File: config.mk
export PLATFORM = sky130hd
export DESIGN_NAME = delimited_field_extractor_unit
export DESIGN_NICKNAME = d
export VERILOG_FILES = /design/src/dfe_pkg.sv /design/src/dfe_cfg_regs.sv /design/src/dfe_scan_step.sv /design/src/dfe_result_queue.sv /design/src/delimited_field_extractor_unit.sv
export SDC_FILE = /design/constraint.sdc
export NUM_CORES = 1
export LEC_CHECK = 0
export BUFFER_PORTS_ARGS = -buffer_cell sky130_fd_sc_hd__buf_2
export CAP_MARGIN = 20
export CORE_ASPECT_RATIO = 1.25
export CORE_MARGIN = 10
export CORE_UTILIZATION = 45
export DETAILED_ROUTE_END_ITERATION = 10
export GPL_TIMING_DRIVEN = 0
export PLACE_DENSITY = 0.67
export SLEW_MARGIN = 20
export SYNTH_ARGS = -nofsm -noshare
export SYNTH_HDL_FRONTEND = slang
export SYNTH_HIERARCHICAL = 1
export SYNTH_SLANG_ARGS = --single-unit
File: constraint.sdc
create_clock -name clk -period 6.32 [get_ports clk]
set_clock_uncertainty 0.1 [all_clocks]
set_input_delay 1.264 -clock clk [delete_from_list [all_inputs] [get_ports clk]]
set_output_delay 1.264 -clock clk [all_outputs]
set_load 0.01 [all_outputs]
File: src/dfe_pkg.sv
// Shared types, constants and helpers of the delimited field extractor.
// No dependencies; used by every module of the block.
package dfe_pkg;

    localparam int MAX_DELIM   = 4;
    localparam int CHAR_W      = 16;
    localparam int LEN_W       = 3;
    localparam int IDX_W       = $clog2(MAX_DELIM);
    localparam int PAT_W       = MAX_DELIM * CHAR_W;
    localparam int CNT_W       = 16;
    localparam int KIND_W      = 2;
    localparam int ADDR_W      = 6;
    localparam int DATA_W      = 64;
    localparam int REG_IDX_W   = 3;

    localparam logic [KIND_W-1:0] KIND_CONTENT  = 2'd0;
    localparam logic [KIND_W-1:0] KIND_COMPLETE = 2'd1;
    localparam logic [KIND_W-1:0] KIND_DISCARD  = 2'd2;
    localparam logic [KIND_W-1:0] KIND_FINISH   = 2'd3;

    localparam logic [REG_IDX_W-1:0] REG_LEFT_PATTERN  = 3'd0;
    localparam logic [REG_IDX_W-1:0] REG_LEFT_LENGTH   = 3'd1;
    localparam logic [REG_IDX_W-1:0] REG_RIGHT_PATTERN = 3'd2;
    localparam logic [REG_IDX_W-1:0] REG_RIGHT_LENGTH  = 3'd3;
    localparam logic [REG_IDX_W-1:0] REG_LIMIT_ENABLE  = 3'd4;
    localparam logic [REG_IDX_W-1:0] REG_FIELD_LIMIT   = 3'd5;

    typedef logic [MAX_DELIM-1:0][CHAR_W-1:0] hist_t;

    typedef struct packed {
        logic [PAT_W-1:0] left_pattern;
        logic [LEN_W-1:0] left_length;
        logic [PAT_W-1:0] right_pattern;
        logic [LEN_W-1:0] right_length;
        logic             limit_enable;
        logic [CNT_W-1:0] field_limit;
    } cfg_t;

    typedef struct packed {
        hist_t            history;
        logic [LEN_W-1:0] fill_count;
        logic             capturing;
        logic [CNT_W-1:0] field_total;
        logic             stopped;
    } scan_state_t;

    // Results caused by one transfer, emitted in field order.
    typedef struct packed {
        logic              content;
        logic              complete;
        logic              discard;
        logic              finish;
        logic [CHAR_W-1:0] ch;
        logic [CNT_W-1:0]  found;
    } res_set_t;

    function automatic logic [LEN_W-1:0] clamp_len(input logic [LEN_W-1:0] len);
        logic [LEN_W-1:0] res;
        res = (len > LEN_W'(MAX_DELIM)) ? LEN_W'(MAX_DELIM) : len;
        return res;
    endfunction

    // Newest len characters, all since the last match, spell the pattern.
    function automatic logic window_match(input logic [PAT_W-1:0] pat,
                                          input logic [LEN_W-1:0] len,
                                          input hist_t            h,
                                          input logic [LEN_W-1:0] fill);
        logic             ok;
        logic [LEN_W-1:0] idx;
        ok = (len != '0) && (fill >= len);
        for (int i = 0; i < MAX_DELIM; i++)
        begin
            idx = len - LEN_W'(i) - LEN_W'(1);
            if ((LEN_W'(i) < len) && (h[idx[IDX_W-1:0]] != pat[CHAR_W*i +: CHAR_W]))
            begin
                ok = 1'b0;
            end
        end
        return ok;
    endfunction

endpackage

File: src/dfe_cfg_regs.sv
// APB-style register file holding the delimiter and limit settings.
// Depends on dfe_pkg.
module dfe_cfg_regs (
    input  logic                       clk,
    input  logic                       rst_n,
    input  logic                       psel,
    input  logic                       penable,
    input  logic                       pwrite,
    input  logic [dfe_pkg::ADDR_W-1:0] paddr,
    input  logic [dfe_pkg::DATA_W-1:0] pwdata,
    output logic [dfe_pkg::DATA_W-1:0] prdata,
    output logic                       pready,
    output dfe_pkg::cfg_t              cfg
);

    dfe_pkg::cfg_t                    cfg_reg;
    logic [dfe_pkg::REG_IDX_W-1:0]    reg_idx;
    logic                             wr_en;

    assign pready  = 1'b1;
    assign reg_idx = paddr[dfe_pkg::ADDR_W-1:3];
    assign wr_en   = psel && penable && pwrite;
    assign cfg     = cfg_reg;

    always_ff @(posedge clk or negedge rst_n)
    begin
        if (!rst_n)
        begin
            cfg_reg <= '0;
        end
        else if (wr_en)
        begin
            unique case (reg_idx)
                dfe_pkg::REG_LEFT_PATTERN:
                    cfg_reg.left_pattern <= pwdata[dfe_pkg::PAT_W-1:0];
                dfe_pkg::REG_LEFT_LENGTH:
                    cfg_reg.left_length <= pwdata[dfe_pkg::LEN_W-1:0];
                dfe_pkg::REG_RIGHT_PATTERN:
                    cfg_reg.right_pattern <= pwdata[dfe_pkg::PAT_W-1:0];
                dfe_pkg::REG_RIGHT_LENGTH:
                    cfg_reg.right_length <= pwdata[dfe_pkg::LEN_W-1:0];
                dfe_pkg::REG_LIMIT_ENABLE:
                    cfg_reg.limit_enable <= pwdata[0];
                dfe_pkg::REG_FIELD_LIMIT:
                    cfg_reg.field_limit <= pwdata[dfe_pkg::CNT_W-1:0];
                default:
                    cfg_reg <= cfg_reg;
            endcase
        end
    end

    always_comb
    begin
        prdata = '0;
        unique case (reg_idx)
            dfe_pkg::REG_LEFT_PATTERN:
                prdata = dfe_pkg::DATA_W'(cfg_reg.left_pattern);
            dfe_pkg::REG_LEFT_LENGTH:
                prdata = dfe_pkg::DATA_W'(cfg_reg.left_length);
            dfe_pkg::REG_RIGHT_PATTERN:
                prdata = dfe_pkg::DATA_W'(cfg_reg.right_pattern);
            dfe_pkg::REG_RIGHT_LENGTH:
                prdata = dfe_pkg::DATA_W'(cfg_reg.right_length);
            dfe_pkg::REG_LIMIT_ENABLE:
                prdata = dfe_pkg::DATA_W'(cfg_reg.limit_enable);
            dfe_pkg::REG_FIELD_LIMIT:
                prdata = dfe_pkg::DATA_W'(cfg_reg.field_limit);
            default:
                prdata = '0;
        endcase
    end

endmodule

File: src/dfe_scan_step.sv
// Per-character scan logic: delimiter window compares and field bookkeeping.
// Purely combinational; depends on dfe_pkg.
module dfe_scan_step (
    input  dfe_pkg::cfg_t               cfg,
    input  dfe_pkg::scan_state_t        state,
    input  logic [dfe_pkg::CHAR_W-1:0]  text_char,
    input  logic                        text_last,
    output dfe_pkg::scan_state_t        state_next,
    output dfe_pkg::res_set_t           results
);

    logic [dfe_pkg::LEN_W-1:0] llen;
    logic [dfe_pkg::LEN_W-1:0] rlen;
    logic [dfe_pkg::LEN_W-1:0] rlen_m1;
    dfe_pkg::hist_t            pushed_hist;
    logic [dfe_pkg::LEN_W-1:0] pushed_fill;
    logic [dfe_pkg::CNT_W-1:0] total_inc;
    logic                      active;
    logic                      left_hit;
    logic                      right_hit;

    assign llen        = dfe_pkg::clamp_len(cfg.left_length);
    assign rlen        = dfe_pkg::clamp_len(cfg.right_length);
    assign rlen_m1     = rlen - dfe_pkg::LEN_W'(1);
    assign active      = (llen != '0) && (rlen != '0) && !state.stopped;
    assign pushed_hist = {state.history[dfe_pkg::MAX_DELIM-2:0], text_char};
    assign pushed_fill = (state.fill_count < dfe_pkg::LEN_W'(dfe_pkg::MAX_DELIM))
                         ? state.fill_count + dfe_pkg::LEN_W'(1) : state.fill_count;
    assign total_inc   = (state.field_total != '1)
                         ? state.field_total + dfe_pkg::CNT_W'(1) : state.field_total;
    assign left_hit    = dfe_pkg::window_match(cfg.left_pattern, llen, pushed_hist,
                                               pushed_fill);
    assign right_hit   = dfe_pkg::window_match(cfg.right_pattern, rlen, pushed_hist,
                                               pushed_fill);

    always_comb
    begin
        state_next = state;
        results    = '0;
        if (active)
        begin
            if (!state.capturing)
            begin
                if (cfg.limit_enable && (state.field_total >= cfg.field_limit))
                begin
                    state_next.stopped = 1'b1;
                end
                else
                begin
                    state_next.history    = pushed_hist;
                    state_next.fill_count = pushed_fill;
                    if (left_hit)
                    begin
                        state_next.capturing  = 1'b1;
                        state_next.fill_count = '0;
                    end
                end
            end
            else
            begin
                if (state.fill_count >= rlen)
                begin
                    results.content = 1'b1;
                    results.ch      = state.history[rlen_m1[dfe_pkg::IDX_W-1:0]];
                end
                state_next.history    = pushed_hist;
                state_next.fill_count = pushed_fill;
                if (right_hit)
                begin
                    results.complete       = 1'b1;
                    state_next.capturing   = 1'b0;
                    state_next.fill_count  = '0;
                    state_next.field_total = total_inc;
                    if (cfg.limit_enable && (total_inc >= cfg.field_limit))
                    begin
                        state_next.stopped = 1'b1;
                    end
                end
            end
        end
        if (text_last)
        begin
            results.discard = state_next.capturing;
            results.finish  = 1'b1;
            results.found   = state_next.field_total;
            state_next      = '0;
        end
    end

endmodule

File: src/dfe_result_queue.sv
// Holds the results of one transfer and feeds them out one per cycle while
// result_ready is high, through a registered output stage. Depends on dfe_pkg.
module dfe_result_queue (
    input  logic                        clk,
    input  logic                        rst_n,
    input  logic                        load,
    input  dfe_pkg::res_set_t           results,
    output logic                        load_ready,
    output logic                        result_valid,
    input  logic                        result_ready,
    output logic [dfe_pkg::KIND_W-1:0]  kind,
    output logic [dfe_pkg::CHAR_W-1:0]  out_char,
    output logic [dfe_pkg::CNT_W-1:0]   fields_found,
    output logic                        run_last
);

    logic [3:0]                 flags_reg;
    logic [3:0]                 flags_next;
    logic [dfe_pkg::CHAR_W-1:0] ch_reg;
    logic [dfe_pkg::CNT_W-1:0]  found_reg;
    logic                       valid_reg;
    logic [dfe_pkg::KIND_W-1:0] kind_reg;
    logic [dfe_pkg::CHAR_W-1:0] char_reg;
    logic [dfe_pkg::CNT_W-1:0]  count_reg;
    logic                       last_reg;
    logic                       out_free;
    logic                       pending;
    logic                       single;
    logic                       move;
    logic [dfe_pkg::KIND_W-1:0] head_kind;
    logic [3:0]                 head_clear;

    // flags: [3] content, [2] complete, [1] discard, [0] finish
    assign pending    = |flags_reg;
    assign single     = $onehot(flags_reg);
    assign out_free   = !valid_reg || result_ready;
    assign move       = pending && out_free;
    assign load_ready = !pending || (move && single);

    always_comb
    begin
        head_kind  = dfe_pkg::KIND_FINISH;
        head_clear = 4'b0001;
        if (flags_reg[3])
        begin
            head_kind  = dfe_pkg::KIND_CONTENT;
            head_clear = 4'b1000;
        end
        else if (flags_reg[2])
        begin
            head_kind  = dfe_pkg::KIND_COMPLETE;
            head_clear = 4'b0100;
        end
        else if (flags_reg[1])
        begin
            head_kind  = dfe_pkg::KIND_DISCARD;
            head_clear = 4'b0010;
        end
        flags_next = flags_reg;
        if (load)
        begin
            flags_next = {results.content, results.complete, results.discard,
                          results.finish};
        end
        else if (move)
        begin
            flags_next = flags_reg & ~head_clear;
        end
    end

    always_ff @(posedge clk or negedge rst_n)
    begin
        if (!rst_n)
        begin
            flags_reg <= '0;
            valid_reg <= 1'b0;
        end
        else
        begin
            flags_reg <= flags_next;
            if (move)
            begin
                valid_reg <= 1'b1;
            end
            else if (result_ready)
            begin
                valid_reg <= 1'b0;
            end
        end
    end

    always_ff @(posedge clk)
    begin
        if (load)
        begin
            ch_reg    <= results.ch;
            found_reg <= results.found;
        end
        if (move)
        begin
            kind_reg  <= head_kind;
            char_reg  <= (head_kind == dfe_pkg::KIND_CONTENT) ? ch_reg : '0;
            count_reg <= (head_kind == dfe_pkg::KIND_FINISH) ? found_reg : '0;
            last_reg  <= single;
        end
    end

    assign result_valid = valid_reg;
    assign kind         = kind_reg;
    assign out_char     = char_reg;
    assign fields_found = count_reg;
    assign run_last     = last_reg;

endmodule

File: src/delimited_field_extractor_unit.sv
// Top level of the delimited field extractor: register file, scan logic,
// scan state registers and result queue. Depends on dfe_pkg and all dfe_ modules.
//
// Usage:
//   Text enters on text_valid/text_ready, one 16-bit character per transfer,
//   text_last marking the final character. Results leave on
//   result_valid/result_ready as (kind, out_char, fields_found, run_last):
//   content characters, field-complete marks, a discard mark for a field
//   still open at text end, and a finish record carrying the field count.
//   run_last flags the final result caused by one input character.
//   Delimiters and the field limit must be written through the APB port only
//   while the block is idle, which it does not enforce; pready is tied high
//   and reads return register values. Results pass from the queue flags to
//   the output register. Throughput: one character per cycle while each causes
//   at most one result and result_ready is high; else text_ready is low until
//   a character's last result moves, the output register draining one result
//   per cycle while result_ready is high. Content is delayed by right_length
//   characters inside a field. Reset clears the scan state, registers and
//   buffered results. On a receiver stall the output register holds and one
//   further character's results are buffered before text_ready drops.
module delimited_field_extractor_unit (
    input  logic                        clk,
    input  logic                        rst_n,
    input  logic                        psel,
    input  logic                        penable,
    input  logic                        pwrite,
    input  logic [dfe_pkg::ADDR_W-1:0]  paddr,
    input  logic [dfe_pkg::DATA_W-1:0]  pwdata,
    output logic [dfe_pkg::DATA_W-1:0]  prdata,
    output logic                        pready,
    input  logic                        text_valid,
    output logic                        text_ready,
    input  logic [dfe_pkg::CHAR_W-1:0]  text_char,
    input  logic                        text_last,
    output logic                        result_valid,
    input  logic                        result_ready,
    output logic [dfe_pkg::KIND_W-1:0]  kind,
    output logic [dfe_pkg::CHAR_W-1:0]  out_char,
    output logic [dfe_pkg::CNT_W-1:0]   fields_found,
    output logic                        run_last
);

    dfe_pkg::cfg_t        cfg;
    dfe_pkg::scan_state_t state_reg;
    dfe_pkg::scan_state_t state_next;
    dfe_pkg::res_set_t    results;
    logic                 accept;

    assign accept = text_valid && text_ready;

    dfe_cfg_regs u_cfg (
        .clk     (clk),
        .rst_n   (rst_n),
        .psel    (psel),
        .penable (penable),
        .pwrite  (pwrite),
        .paddr   (paddr),
        .pwdata  (pwdata),
        .prdata  (prdata),
        .pready  (pready),
        .cfg     (cfg)
    );

    dfe_scan_step u_step (
        .cfg        (cfg),
        .state      (state_reg),
        .text_char  (text_char),
        .text_last  (text_last),
        .state_next (state_next),
        .results    (results)
    );

    always_ff @(posedge clk or negedge rst_n)
    begin
        if (!rst_n)
        begin
            state_reg <= '0;
        end
        else if (accept)
        begin
            state_reg <= state_next;
        end
    end

    dfe_result_queue u_queue (
        .clk          (clk),
        .rst_n        (rst_n),
        .load         (accept),
        .results      (results),
        .load_ready   (text_ready),
        .result_valid (result_valid),
        .result_ready (result_ready),
        .kind         (kind),
        .out_char     (out_char),
        .fields_found (fields_found),
        .run_last     (run_last)
    );

endmodule

==> summary.md <==
| Metric | Value |
|---|---|
| Routed via count | `18,632` |
| Area grow syn2layout | `13.5%` |
| Clk_lat worst skew | `0.58 ns` |
| Largest vdd supply drop | `0.266 mV` |
| Grt total ovfl | `0` |
| Final period util | `95.9%` |
| Post-Synth Adder-Cell Area | `2.77%` |
| EDFF count, synth | `67` |
| Remaining DRCs | `0` |
| GPL Wtd Cong | `1.00` |
| Post-DR vias/cell | `6.34` |
| Ys Warns | `6` |
| Dpl hpwl | `63,300 um` |
| Sink Count | `308` |
| Post-route ant nets | `0` |
| DIE WIDTH | `219 um` |
| Area contributors post-synth | `dfrtp_1, edfxtp_1, mux4_2, mux2_2, mux2_4` |
| CTS tree | `built` |
| Syn Std Cell Area | `22,400 um2` |
| Mapped Nets | `2,188` |
| Synth Register Bits | `308` |
| Initial DRC count | `1,956` |
| Required time worst endpoint | `6.69 ns` |
| Port bufs | `174` |
| Largest area contributor in the netlist | `dfrtp_1` |
| First-pass GRT wire length | `126,000 um` |
| Max reg flops | `151` |
| Leak | `0.0108 uW` |
| Critical path peak fanout | `10` |
| Worst hold-check path type | `reg2reg` |
| XOR/XNOR Fraction of Synth Area | `8.49%` |
| Routed len/inst | `29.5 um` |
| Commonest cells after routing, fill and taps aside | `dfrtp_1, buf_2, nand2_1, mux2_2, xnor2_1` |
| Rel. slew slack | `12.4%` |
| Worst slew pin tran | `1.31 ns` |
| Pin count of the biggest net entering global routing | `98` |
| Initial antenna violation count | `1` |
| Final core utilization | `51.5%` |
| Io pins | `196` |
| Kind of start point of the critical path | `flop` |
| Pre-antenna DRT Iters | `8` |
| Simple-Gate Fraction of Synth Area | `10.1%` |
| Longest Clk Path Bufs | `3` |
| Cells after synthesis | `2,045` |
| Final Hold Viols | `0` |
| Row count | `91` |
| Final setup vio count | `0` |
| Fmax | `165 MHz` |
| Largest family of logic cells by synthesized area | `multiplexers` |
| Power per cell area | `367 nW/um2` |
| Root buffer cell | `clkbuf_16` |
| Period minus WS final | `6.06 ns` |
| H-tree lvl count | `2` |
| Setup total negative slack | `0 ns` |
| Die area | `59,100 um2` |
| Cts bufs inserted | `35` |
| Gr usage total | `28.5%` |
| Max-Cap Viols | `0` |
| Worst Setup End Kind | `flop` |
| Post-synthesis cell type count | `87` |
| Commonest non-fill, non-tap cell in the layout | `dfrtp_1` |
| Status | `finished, final reports clean` |
| Share of layout cells above drive strength 1 | `28.1%` |
| Crit path kind | `reg2reg` |
| Synthesized area per cell | `10.9 um2` |
| Die H | `269 um` |
| CORE AREA | `49,300 um2` |
| Starting Density | `45.4%` |
| Post-synth top area share | `27.0%` |
| Ys async rst share | `78.2%` |
| Fin nets | `2,405` |
| Sequential fraction of the synthesis area | `36.0%` |
| Clock slew at the register clock pins of the worst setup and hold paths | `0.06 ns` |
| Post-synthesis compound-gate area fraction | `11.8%` |
| Primary FF master, synth | `dfrtp_1` |
| Number of global-route vias before repair | `18,636` |
| Detailed Route WL | `86,600 um` |
| Fin. max-slew vios | `0` |
| RSZ-0062 raised after global routing | `no` |
| Post-synthesis mux area share | `25.9%` |
| Worst Path Arrival | `6.43 ns` |
[timing repair]
item | in CTS | in global routing
gates resized for setup | 6 | 4
hold buffers | 0 | 0
pin swaps | 0 | 2
buffers inserted | 0 | 4
endpoints found under the setup margin | 37 | 29
[synth_stat cells (17+ instances only)]
cell type,n
dfrtp_1,241
nand2_1,176
mux2_2,154
xnor2_1,135
clkbuf_1,123
a21oi_1,113
mux2_4,99
xor2_1,80
mux2i_1,79
mux4_2,79
nor2_1,72
edfxtp_1,67
o21ai_0,52
a22o_1,48
ha_1,48
a22oi_1,44
inv_1,36
and2_1,35
nor2b_1,33
nand3_1,23
buf_1,22
nand2b_1,20
nand4_1,20
a21o_1,18
buf_2,17
[where the power goes]
part	switching [uW]	total, uW	internal [uW]
combinational	2480	4250	1770
sequential	465	2990	2530
clock	892	2060	1170
[logic make-up (layout without fill, tap and decap cells)]
kind of cell / Yosys count / after routing
compound gates: 383 / 383
xor+xnor: 216 / 216
fa+ha+maj: 49 / 49
buf+inv: 225 / 468
flops: 308 / 308
mux: 411 / 411
other cells: 1 / 2
simple gates: 452 / 452
[final cells by class]
class,count,area [um2]
Sequential cell,308,8040
Fill cell,4374,23900
Buffer,184,981
Antenna cell,1,2.50
Inverter,39,150
Multi-Input combinational cell,1512,13200
Timing Repair Buffer,182,1000
Tap cell,651,815
Clock buffer,46,957
Clock inverter,17,193
[worst paths after layout]
path	start	to	slack, ns	cells past startpoint
hold reg to reg	u_queue/found_reg[1]	u_queue/fields_found[1]	0.41	1
hold / removal	u_queue/found_reg[1]	u_queue/fields_found[1]	0.41	1
setup / recovery	u_cfg/cfg[84]	state_reg[19]	0.26	16
min in group asynchronous	rst_n	state_reg[61]	0.51	1
setup reg to reg	u_cfg/cfg[84]	state_reg[19]	0.26	16
max in group asynchronous	rst_n	u_cfg/cfg[16]	4.68	2
[layer usage]
metal  track usage [%]  part of all wire [%]  vias to the layer above  routed length [um]
met3              6.73                   9.3                      297                8050
met1              34.6                    37                     9356               32400
li1                  -                     -                     7912                   -
met4              18.1                   7.4                        2                6440
met2              44.7                    46                     1065               39700
met5                 0                 0.012                        -                  10
[critical path, stage by stage, from the launching register on]
cell and delay [ns]:
dfrtp_1 0.53, nor2b_1 0.23, buf_2 0.39, clkinvlp_4 0.35
clkbuf_1 0.39, buf_1 0.43, ha_4 0.51, buf_2 0.35
mux4_2 0.57, xor2_1 0.16, nor4_1 0.48, a21oi_1 0.26
nor3_1 0.31, a211oi_1 0.17, o21ai_0 0.30, o211ai_1 0.15
mux2_2 0.27
[through the flow]
step | hold WS, ns | power [uW] | cell area, um2 | instances | worst slack, ns
floorplan | 0.396 | 5670 | 22400 | 2045 | 1.48
global placement | 0.401 | 7020 | 24100 | 2870 | -0.609
detailed placement | 0.403 | 7110 | 24200 | 2873 | -0.418
CTS | 0.414 | 9200 | 25300 | 2934 | 0.00911
global route | 0.429 | 9660 | 25400 | 2939 | 0.0279
finish | 0.411 | 9300 | 25400 | 2940 | 0.258
No activity file was read; power rests on OpenSTA's default activity.
